`config.mk`:
```
export PLATFORM = sky130hd
export DESIGN_NAME = buddy_allocator_first_fit
export DESIGN_NICKNAME = d
export VERILOG_FILES = /design/src/hw/rtl/buddy_pkg.sv /design/src/hw/rtl/buddy_allocator_first_fit.sv /design/src/hw/rtl/buddy_ram.sv /design/src/hw/rtl/buddy_walk.sv
export SDC_FILE = /design/constraint.sdc
export NUM_CORES = 2
export LEC_CHECK = 0
export ABC_AREA = 1
export BUFFER_PORTS_ARGS = -buffer_cell sky130_fd_sc_hd__buf_2
export CORE_ASPECT_RATIO = 1.75
export CORE_MARGIN = 10
export CORE_UTILIZATION = 45
export DETAILED_ROUTE_END_ITERATION = 8
export HOLD_SLACK_MARGIN = 0.03
export PLACE_DENSITY = 0.64
export SYNTH_ARGS = -nofsm -noshare
export SYNTH_HDL_FRONTEND = slang
export SYNTH_SLANG_ARGS = --single-unit
```
`constraint.sdc`:
```
create_clock -name i_clk -period 17 [get_ports i_clk]
set_input_delay 0 -clock i_clk [delete_from_list [all_inputs] [get_ports i_clk]]
set_output_delay 0 -clock i_clk [all_outputs]
set_load 0.01 [all_outputs]
```
`src/hw/rtl/buddy_pkg.sv`:
```
// Shared types and codes of the buddy allocator.
`default_nettype none
package buddy_pkg;

    localparam int OWNER_W = 16;
    localparam int SIZE_W  = 17;
    localparam int ADDR_W  = 32;

    typedef logic [1:0] t_node_st;
    localparam t_node_st NODE_FREE     = 2'd0;
    localparam t_node_st NODE_OCCUPIED = 2'd1;
    localparam t_node_st NODE_SPLIT    = 2'd2;

    typedef logic [1:0] t_status;
    localparam t_status STS_OK       = 2'd0;
    localparam t_status STS_NO_SPACE = 2'd1;
    localparam t_status STS_INVALID  = 2'd2;

    // front end to tree walker
    typedef struct packed {
        logic start;
        logic ack;
    } t_walk_ctl;

    // tree walker to front end
    typedef struct packed {
        logic ready;
        logic done;
        logic found;
    } t_walk_sts;

endpackage
`default_nettype wire

```
`src/hw/rtl/buddy_allocator_first_fit.sv`:
```
// Top level of the buddy allocator: argument check, size rounding, address and result register.
//
//   channel   direction  handshake                  payload
//   request   in         i_req_valid / o_req_stall  i_owner_id, i_request_size
//   response  out        o_rsp_valid / i_rsp_stall  o_block_address, o_status
//   config    in         i_cfg_wr_en                i_cfg_wr_data (base_address)
//
// Bad-argument request: the reject state loads the response once the output register is
// free. Walked request: one tree node visited a cycle, at most 2^(SPLIT_LEVELS+1)-1
// (511 at the defaults); the result is loaded once the output register is free. Either
// way the next request waits for that. After reset a clearing pass writes every node
// free while requests are stalled; configuration writes are taken at all times.
// A held response stalls the walker's hand-off but not the taking of the next request.
`default_nettype none
module buddy_allocator_first_fit #(
    parameter int TOTAL_LOG2   = 16,
    parameter int SPLIT_LEVELS = 8
) (
    input  wire logic                          i_clk,
    input  wire logic                          i_rst_n,
    input  wire logic                          i_cfg_wr_en,
    input  wire logic [buddy_pkg::ADDR_W-1:0]  i_cfg_wr_data,
    input  wire logic                          i_req_valid,
    output logic                               o_req_stall,
    input  wire logic [buddy_pkg::OWNER_W-1:0] i_owner_id,
    input  wire logic [buddy_pkg::SIZE_W-1:0]  i_request_size,
    output logic                               o_rsp_valid,
    input  wire logic                          i_rsp_stall,
    output logic      [buddy_pkg::ADDR_W-1:0]  o_block_address,
    output buddy_pkg::t_status                 o_status
);
    import buddy_pkg::*;

    localparam int IDX_W    = SPLIT_LEVELS + 1;
    localparam int LVL_W    = $clog2(SPLIT_LEVELS + 1);
    localparam int BL_W     = $clog2(SIZE_W + 1);
    localparam int MIN_LOG2 = (TOTAL_LOG2 > SPLIT_LEVELS) ? TOTAL_LOG2 - SPLIT_LEVELS : 0;

    typedef enum logic [2:0] {
        T_IDLE   = 3'b001,
        T_WALK   = 3'b010,
        T_REJECT = 3'b100
    } t_top_state;

    t_top_state         r_state, n_state;
    logic [ADDR_W-1:0]  r_base;
    logic [LVL_W-1:0]   r_tgt;
    logic               r_rsp_valid;
    logic [ADDR_W-1:0]  r_block_address;
    t_status            r_status;

    t_walk_ctl          walk_ctl;
    t_walk_sts          walk_sts;
    logic [IDX_W-1:0]   hit_idx;

    logic               req_accept;
    logic               arg_bad;
    logic               out_free;
    logic               load_out;
    logic [SIZE_W-1:0]  size_m1;
    logic [BL_W-1:0]    bit_len;
    logic [5:0]         k6;
    logic [5:0]         tgt6;
    logic [LVL_W-1:0]   req_tgt;
    logic [ADDR_W-1:0]  pos;
    logic [ADDR_W-1:0]  offset;
    logic [ADDR_W-1:0]  res_addr;
    t_status            res_status;

    buddy_walk #(
        .SPLIT_LEVELS (SPLIT_LEVELS)
    ) u_walk (
        .i_clk     (i_clk),
        .i_rst_n   (i_rst_n),
        .i_ctl     (walk_ctl),
        .i_tgt     (req_tgt),
        .o_sts     (walk_sts),
        .o_hit_idx (hit_idx)
    );

    assign o_req_stall = !(r_state == T_IDLE && walk_sts.ready);
    assign req_accept  = i_req_valid && !o_req_stall;
    assign out_free    = !r_rsp_valid || !i_rsp_stall;

    assign arg_bad = (i_owner_id == '0) || (i_request_size == '0)
                     || ({16'd0, i_request_size} > (33'd1 << TOTAL_LOG2));

    // round up to a power of two: target level from the bit length of size - 1
    always_comb begin
        size_m1 = i_request_size - 1'b1;
        bit_len = '0;
        for (int i = 0; i < SIZE_W; i++) begin
            if (size_m1[i]) begin
                bit_len = BL_W'(i + 1);
            end
        end
        k6 = (6'(bit_len) > 6'(MIN_LOG2)) ? 6'(bit_len) : 6'(MIN_LOG2);
        tgt6 = 6'(TOTAL_LOG2) - k6;
        if (tgt6 > 6'(SPLIT_LEVELS)) begin
            tgt6 = 6'(SPLIT_LEVELS);
        end
        req_tgt = LVL_W'(tgt6);
    end

    assign walk_ctl.start = req_accept && !arg_bad;
    assign walk_ctl.ack   = (r_state == T_WALK) && walk_sts.done && out_free;
    assign load_out       = walk_ctl.ack || (r_state == T_REJECT && out_free);

    // drop the leading one of the hit index, then scale by the block size
    assign pos    = ADDR_W'(hit_idx) & ~(32'd1 << r_tgt);
    assign offset = pos << (6'(TOTAL_LOG2) - 6'(r_tgt));

    always_comb begin
        res_addr   = '0;
        res_status = STS_INVALID;
        if (r_state == T_WALK) begin
            if (walk_sts.found) begin
                res_addr   = r_base + offset;
                res_status = STS_OK;
            end else begin
                res_status = STS_NO_SPACE;
            end
        end
    end

    always_comb begin
        n_state = r_state;
        unique case (r_state)
            T_IDLE: begin
                if (req_accept) begin
                    n_state = arg_bad ? T_REJECT : T_WALK;
                end
            end
            T_WALK: begin
                if (walk_ctl.ack) begin
                    n_state = T_IDLE;
                end
            end
            T_REJECT: begin
                if (out_free) begin
                    n_state = T_IDLE;
                end
            end
            default: n_state = T_IDLE;
        endcase
    end

    always_ff @(posedge i_clk) begin
        if (!i_rst_n) begin
            r_state     <= T_IDLE;
            r_base      <= '0;
            r_rsp_valid <= 1'b0;
        end else begin
            r_state <= n_state;
            if (i_cfg_wr_en) begin
                r_base <= i_cfg_wr_data;
            end
            if (load_out) begin
                r_rsp_valid <= 1'b1;
            end else if (!i_rsp_stall) begin
                r_rsp_valid <= 1'b0;
            end
        end
    end

    always_ff @(posedge i_clk) begin
        if (req_accept) begin
            r_tgt <= req_tgt;
        end
        if (load_out) begin
            r_block_address <= res_addr;
            r_status        <= res_status;
        end
    end

    assign o_rsp_valid     = r_rsp_valid;
    assign o_block_address = r_block_address;
    assign o_status        = r_status;

    a_no_overwrite: assert property (@(posedge i_clk) disable iff (!i_rst_n)
        (r_rsp_valid && i_rsp_stall) |-> !load_out)
        else $error("held response overwritten");

    a_addr_zero_on_fail: assert property (@(posedge i_clk) disable iff (!i_rst_n)
        (r_rsp_valid && r_status != STS_OK) |-> (r_block_address == '0))
        else $error("nonzero address on failed request");

    a_walk_only_when_walking: assert property (@(posedge i_clk) disable iff (!i_rst_n)
        walk_sts.done |-> (r_state == T_WALK))
        else $error("walker finished with no request in work");

endmodule
`default_nettype wire

```
`src/hw/rtl/buddy_ram.sv`:
```
// Generic simple dual-port RAM with registered read.
`default_nettype none
module buddy_ram #(
    parameter int WIDTH = 2,
    parameter int DEPTH = 512
) (
    input  wire logic                     i_clk,
    input  wire logic                     i_wr_en,
    input  wire logic [$clog2(DEPTH)-1:0] i_wr_addr,
    input  wire logic [WIDTH-1:0]         i_wr_data,
    input  wire logic [$clog2(DEPTH)-1:0] i_rd_addr,
    output logic      [WIDTH-1:0]         o_rd_data
);

    logic [WIDTH-1:0] r_mem [DEPTH];
    logic [WIDTH-1:0] r_rd_data;

    always_ff @(posedge i_clk) begin
        if (i_wr_en) begin
            r_mem[i_wr_addr] <= i_wr_data;
        end
        r_rd_data <= r_mem[i_rd_addr];
    end

    assign o_rd_data = r_rd_data;

endmodule
`default_nettype wire

```
`src/hw/rtl/buddy_walk.sv`:
```
// Depth-first tree walker over the node state memory, with the clearing pass after reset.
`default_nettype none
module buddy_walk #(
    parameter int SPLIT_LEVELS = 8
) (
    input  wire logic                              i_clk,
    input  wire logic                              i_rst_n,
    input  wire buddy_pkg::t_walk_ctl              i_ctl,
    input  wire logic [$clog2(SPLIT_LEVELS+1)-1:0] i_tgt,
    output buddy_pkg::t_walk_sts                   o_sts,
    output logic      [SPLIT_LEVELS:0]             o_hit_idx
);
    import buddy_pkg::*;

    localparam int IDX_W = SPLIT_LEVELS + 1;
    localparam int DEPTH = 1 << IDX_W;
    localparam int LVL_W = $clog2(SPLIT_LEVELS + 1);
    localparam int T_W   = $clog2(IDX_W + 1);

    typedef enum logic [3:0] {
        W_CLEAR = 4'b0001,
        W_IDLE  = 4'b0010,
        W_VISIT = 4'b0100,
        W_DONE  = 4'b1000
    } t_walk_state;

    t_walk_state      r_state, n_state;
    logic [IDX_W-1:0] r_idx, n_idx;
    logic [LVL_W-1:0] r_lvl, n_lvl;
    logic [LVL_W-1:0] r_tgt, n_tgt;
    logic             r_found, n_found;

    logic             wr_en;
    logic [IDX_W-1:0] wr_addr;
    t_node_st         wr_data;
    logic [IDX_W-1:0] rd_addr;
    t_node_st         rd_data;
    logic [T_W-1:0]   ones_t;

    buddy_ram #(
        .WIDTH ($bits(t_node_st)),
        .DEPTH (DEPTH)
    ) u_state_ram (
        .i_clk     (i_clk),
        .i_wr_en   (wr_en),
        .i_wr_addr (wr_addr),
        .i_wr_data (wr_data),
        .i_rd_addr (rd_addr),
        .o_rd_data (rd_data)
    );

    always_comb begin
        // position of the lowest zero bit: number of levels to climb on backtrack
        ones_t = T_W'(IDX_W);
        for (int i = IDX_W - 1; i >= 0; i--) begin
            if (!r_idx[i]) begin
                ones_t = T_W'(i);
            end
        end
    end

    always_comb begin
        n_state = r_state;
        n_idx   = r_idx;
        n_lvl   = r_lvl;
        n_tgt   = r_tgt;
        n_found = r_found;
        wr_en   = 1'b0;
        wr_addr = r_idx;
        wr_data = NODE_FREE;
        rd_addr = IDX_W'(1);
        unique case (r_state)
            W_CLEAR: begin
                wr_en = 1'b1;
                if (r_idx == {IDX_W{1'b1}}) begin
                    n_state = W_IDLE;
                    n_idx   = '0;
                end else begin
                    n_idx = r_idx + 1'b1;
                end
            end
            W_IDLE: begin
                // root read goes out now, data arrives in the first visit
                if (i_ctl.start) begin
                    n_state = W_VISIT;
                    n_idx   = IDX_W'(1);
                    n_lvl   = '0;
                    n_tgt   = i_tgt;
                end
            end
            W_VISIT: begin
                if (rd_data == NODE_FREE && r_lvl == r_tgt) begin
                    wr_en   = 1'b1;
                    wr_data = NODE_OCCUPIED;
                    n_found = 1'b1;
                    n_state = W_DONE;
                end else if ((rd_data == NODE_FREE || rd_data == NODE_SPLIT)
                             && r_lvl < r_tgt) begin
                    // split a free block, or pass a split one, and keep going into the left half
                    if (rd_data == NODE_FREE) begin
                        wr_en   = 1'b1;
                        wr_data = NODE_SPLIT;
                    end
                    n_idx   = {r_idx[IDX_W-2:0], 1'b0};
                    n_lvl   = r_lvl + 1'b1;
                    rd_addr = n_idx;
                end else if (int'(ones_t) > int'(r_lvl)) begin
                    // rightmost path exhausted back to the root
                    n_found = 1'b0;
                    n_state = W_DONE;
                end else begin
                    // climb past right children, then step to the right sibling
                    n_idx   = (r_idx >> ones_t) | IDX_W'(1);
                    n_lvl   = r_lvl - LVL_W'(ones_t);
                    rd_addr = n_idx;
                end
            end
            W_DONE: begin
                if (i_ctl.ack) begin
                    n_state = W_IDLE;
                end
            end
            default: begin
                n_state = W_CLEAR;
                n_idx   = '0;
            end
        endcase
    end

    always_ff @(posedge i_clk) begin
        if (!i_rst_n) begin
            r_state <= W_CLEAR;
            r_idx   <= '0;
            r_lvl   <= '0;
            r_found <= 1'b0;
        end else begin
            r_state <= n_state;
            r_idx   <= n_idx;
            r_lvl   <= n_lvl;
            r_found <= n_found;
        end
    end

    always_ff @(posedge i_clk) begin
        r_tgt <= n_tgt;
    end

    assign o_sts.ready = (r_state == W_IDLE);
    assign o_sts.done  = (r_state == W_DONE);
    assign o_sts.found = r_found;
    assign o_hit_idx   = r_idx;

    // the final write of a walk may meet the idle root read; the result of that read is unused
    a_no_rw_overlap: assert property (@(posedge i_clk) disable iff (!i_rst_n)
        (r_state == W_VISIT && wr_en && n_state == W_VISIT) |-> (wr_addr != rd_addr))
        else $error("state memory read and write hit the same node");

    a_lvl_matches_idx: assert property (@(posedge i_clk) disable iff (!i_rst_n)
        (r_state == W_VISIT) |-> ((r_idx >> r_lvl) == IDX_W'(1) && r_lvl <= r_tgt))
        else $error("walker level out of step with node index");

    a_start_when_idle: assert property (@(posedge i_clk) disable iff (!i_rst_n)
        i_ctl.start |-> (r_state == W_IDLE))
        else $error("walk started while walker busy");

    a_hit_at_target: assert property (@(posedge i_clk) disable iff (!i_rst_n)
        (r_state == W_VISIT && n_state == W_DONE && n_found) |=>
            ((r_idx >> r_tgt) == IDX_W'(1)))
        else $error("hit node not at the target level");

endmodule
`default_nettype wire
```
==> impl_results.md <==
- Status: complete, no violations
- Syn_nets: 5794
- Worst Hold Class: input pin to register
- Max-cap violation count: 0
- CTS tree: done
- Synth Area in Simple Gates: 26.1%
- Static Leak: roughly 23 nW
- Post-synth EDFFs: about 1100
- Clk_lat worst skew: 0.72 ns
- FP Rows: approximately 170
- Ports: between 100 and 150
- Area of the multi-input gates: 16800 sq um
- Sequential cell area fraction in the yosys report: 62.4%
- Max frequency: 140 MHz
- Grt ovf: 0
- Setup TNS: 0 ns
- Num Clock Sinks: 1122
- Unique masters post-synth: 56
- DR iter-0 viols: 3597
- Synth Area in Compound Gates: 3.22%
- WL per Instance: 21.6 um
- Crit Path Max Fanout: 161
- Full die area: 133000 sq um
- Syn_area_per_cell: 9.38 sq um
- Number of global-route vias before repair: around 40000
- Critical setup path kind: register to register
- Largest net degree at the start of global routing: 200
- CTS H-tree depth: 3
- Hold Path Depth: 6
- Mux contribution to synthesized area: 0.226%
- Util after Layout: 50.3%
- Antenna violations before repair: 2
- Largest family of logic cells by synthesized area: simple AND/OR/NAND/NOR gates
- Top post-synthesis cells by area: edfxtp_1 60%, nand2_1 12%, nand3_1 6.6%
- Slew of the pin with the lowest slew margin: 1.35 ns
- Min Clock Period, post-route: around 7 ns
- RD Place Congestion: 1.01
- CP Data Arrival Time: ~7.8 ns
- Post-synth top area cell: edfxtp_1
- Clk slew on worst S/H paths: approximately 0.070 ns
- GRT Total Usage: 23.4%
- CP required: 17.66 ns
- Number of fill cells in the layout: 10700
- Fraction of registers with async set/reset: 0%
- Drt first pass iters: 9
- First-pass GRT wire length: 237 mm
- Yosys reg bits: 1122
- Die width: around 280 um
- Hold Vio Cnt, Final: 0
- ANT nets after route: 0
- CP Capture Type: register
- FF/Latch Area: 33100 sq um
- Synth Flop Type: edfxtp_1
- Number of remaining DRC errors: 0
- Share of the synthesized area in the top cell type: 60.2%
- Most frequent cell after synthesis: nand2_1
- Layout cells sized above 1: 6.66%
- Die Y: 475 um
- Via-per-instance ratio: around 5.6
- Final setup skew: 0.0180 ns
- Root Buffer Master: clkbuf_16
- Power per cell area: 96.5 nW/um^2
- Post-DP HPWL: 88.6 mm
- Final Slew Violations: 0
- RSZ-0062 raised after global routing: false
- Vias: about 40000
- Worst slew margin: 9.83%
- Final setup viols: 0
- Post-Syn Area: approximately 53000 sq um
- Clock Path Buffers: 3
- Crit share post-route: 42.0%
- Syn-to-layout area delta: 11.0%
- Initial Utilization: 45.4%
- Net total in the final layout: 5791
- XOR/XNOR share of the synthesized area: less than 1%
- Worst R2R Path Depth: 20
- Routed WL: 157 mm
- Crit start category: register
- Adder-Cell Fraction of Synth Area: 1.37%
- Buffers on Ports: 105
- Core Box Area: 117000 sq um
- Total CTS buffers: just under 100
- Cells after Synth: 5667
- Max VDD drop: 0.0852 mV
- Post-synth top cells: 1726 x nand2_1, 1066 x edfxtp_1, 703 x nand3_1
- YS warnings: 0
path summary, 6_finish.rpt:
kind	start	to	slack [ns]
worst max-delay path	u_walk.r_lvl[2]	u_walk.u_state_ram.o_rd_data[0]	9.86
worst min-delay path	i_request_size[13]	u_walk.r_tgt[2]	0.10
worst max register to register	u_walk.r_lvl[2]	u_walk.u_state_ram.o_rd_data[0]	9.86
worst min register to register	r_base[31]	r_base[31]	0.49
layout by cell type, fill, tap and decap left out, types with 12 or more instances in the layout:
master	instances
nand2_1	1713
xor2_1	18
clkbuf_16	102
buf_2	105
a21oi_1	122
nand4_1	127
o21ai_0	129
nand3_1	698
clkinv_1	13
or2_2	18
nor3_1	22
nand2_4	12
dfxtp_1	56
bufinv_16	18
clkbuf_1	15
mux2i_1	12
nor2_1	690
inv_1	443
edfxtp_1	1066
dlygate4sd3_1	96
ha_1	55
buf_4	45
clkinv_2	18
critical path, cell delays in order (launching register included):
cell	delay, ns
dfxtp_1	0.42
ha_1	0.27
nand2_1	0.08
inv_2	0.04
a21oi_1	0.11
and2_1	0.45
nand2_8	0.52
inv_8	0.93
buf_4	0.90
buf_4	0.88
buf_4	0.82
o21ai_0	0.16
nand4_1	0.13
nand3_1	0.10
nand3_1	0.13
nand3_1	0.21
nand3_1	0.17
nand3_1	0.16
nand3_1	0.17
nand3_1	0.08
nand2_1	0.07
per-stage QoR:
stage                     setup slack, ns  hold slack (ns)  power (mW)  area, sq um  cells
final                                9.86            0.104        5.69        59000   7261
after global routing                 9.30            0.118        5.82        59000   7261
after CTS                            9.86           0.0649        5.70        59000   7260
after detailed placement             9.88            0.225        3.30        54500   6980
after global placement               9.88            0.221        3.30        54500   6980
after floorplan                      1.15            0.135        3.18        53100   5667
kinds of logic (layout without fill, tap and decap cells):
family                   Yosys count  in the layout
AO/OA/AOI/OAI                    314            314
XOR/XNOR                          22             22
adder cells (fa/ha/maj)           57             57
buffers and inverters            812            893
flip-flops                      1122           1122
multiplexers                      12             12
other                              0              1
AND/OR/NAND/NOR                 3328           3328
power breakdown:
part / internal, mW / leakage (nW) / switching (mW)
registers: 2.99 / 8.47 / 0.00934
clock network: 1.39 / 1.69 / 1.04
logic: 0.0596 / 12.4 / 0.204
total: 4.44 / 22.6 / 1.25
layout make-up:
class	count	share of cell area, %
multi-input combinational	3733	28.5
timing repair buffer	249	3.20
tap	1512	3.21
inverter	460	2.96
clock inverter	65	1.44
antenna	1	0.00424
clock buffer	119	4.47
sequential	1122	56.2
state kept, by name, summed over array words and instances, names as in the netlist, 2 cells and up:
name,flops
u_walk.o_hit_idx,9
o_block_address,32
u_walk.r_lvl,4
r_state,3
u_walk.r_tgt,4
u_walk.u_state_ram.r_mem,1024
u_walk.r_state,4
r_tgt,4
r_base,32
u_walk.u_state_ram.o_rd_data,2
o_status,2
routing by layer:
layer  track usage (%)  vias to the layer above  wire length [um]
met5                 0                        -                12
met4              13.9                        2              9850
met3              3.37                      426             10700
met2              42.5                     1664             81600
met1              25.4                    19400             55000
li1                  -                    18900                 -
repair_timing:
| action | in CTS | in global routing |
|---|---|---|
| buffers inserted | 0 | 0 |
| resized for setup | 0 | 0 |
| hold endpoints to repair | 49 | 0 |
| hold buffers | 96 | 0 |
No activity file was read; power rests on OpenSTA's default activity.
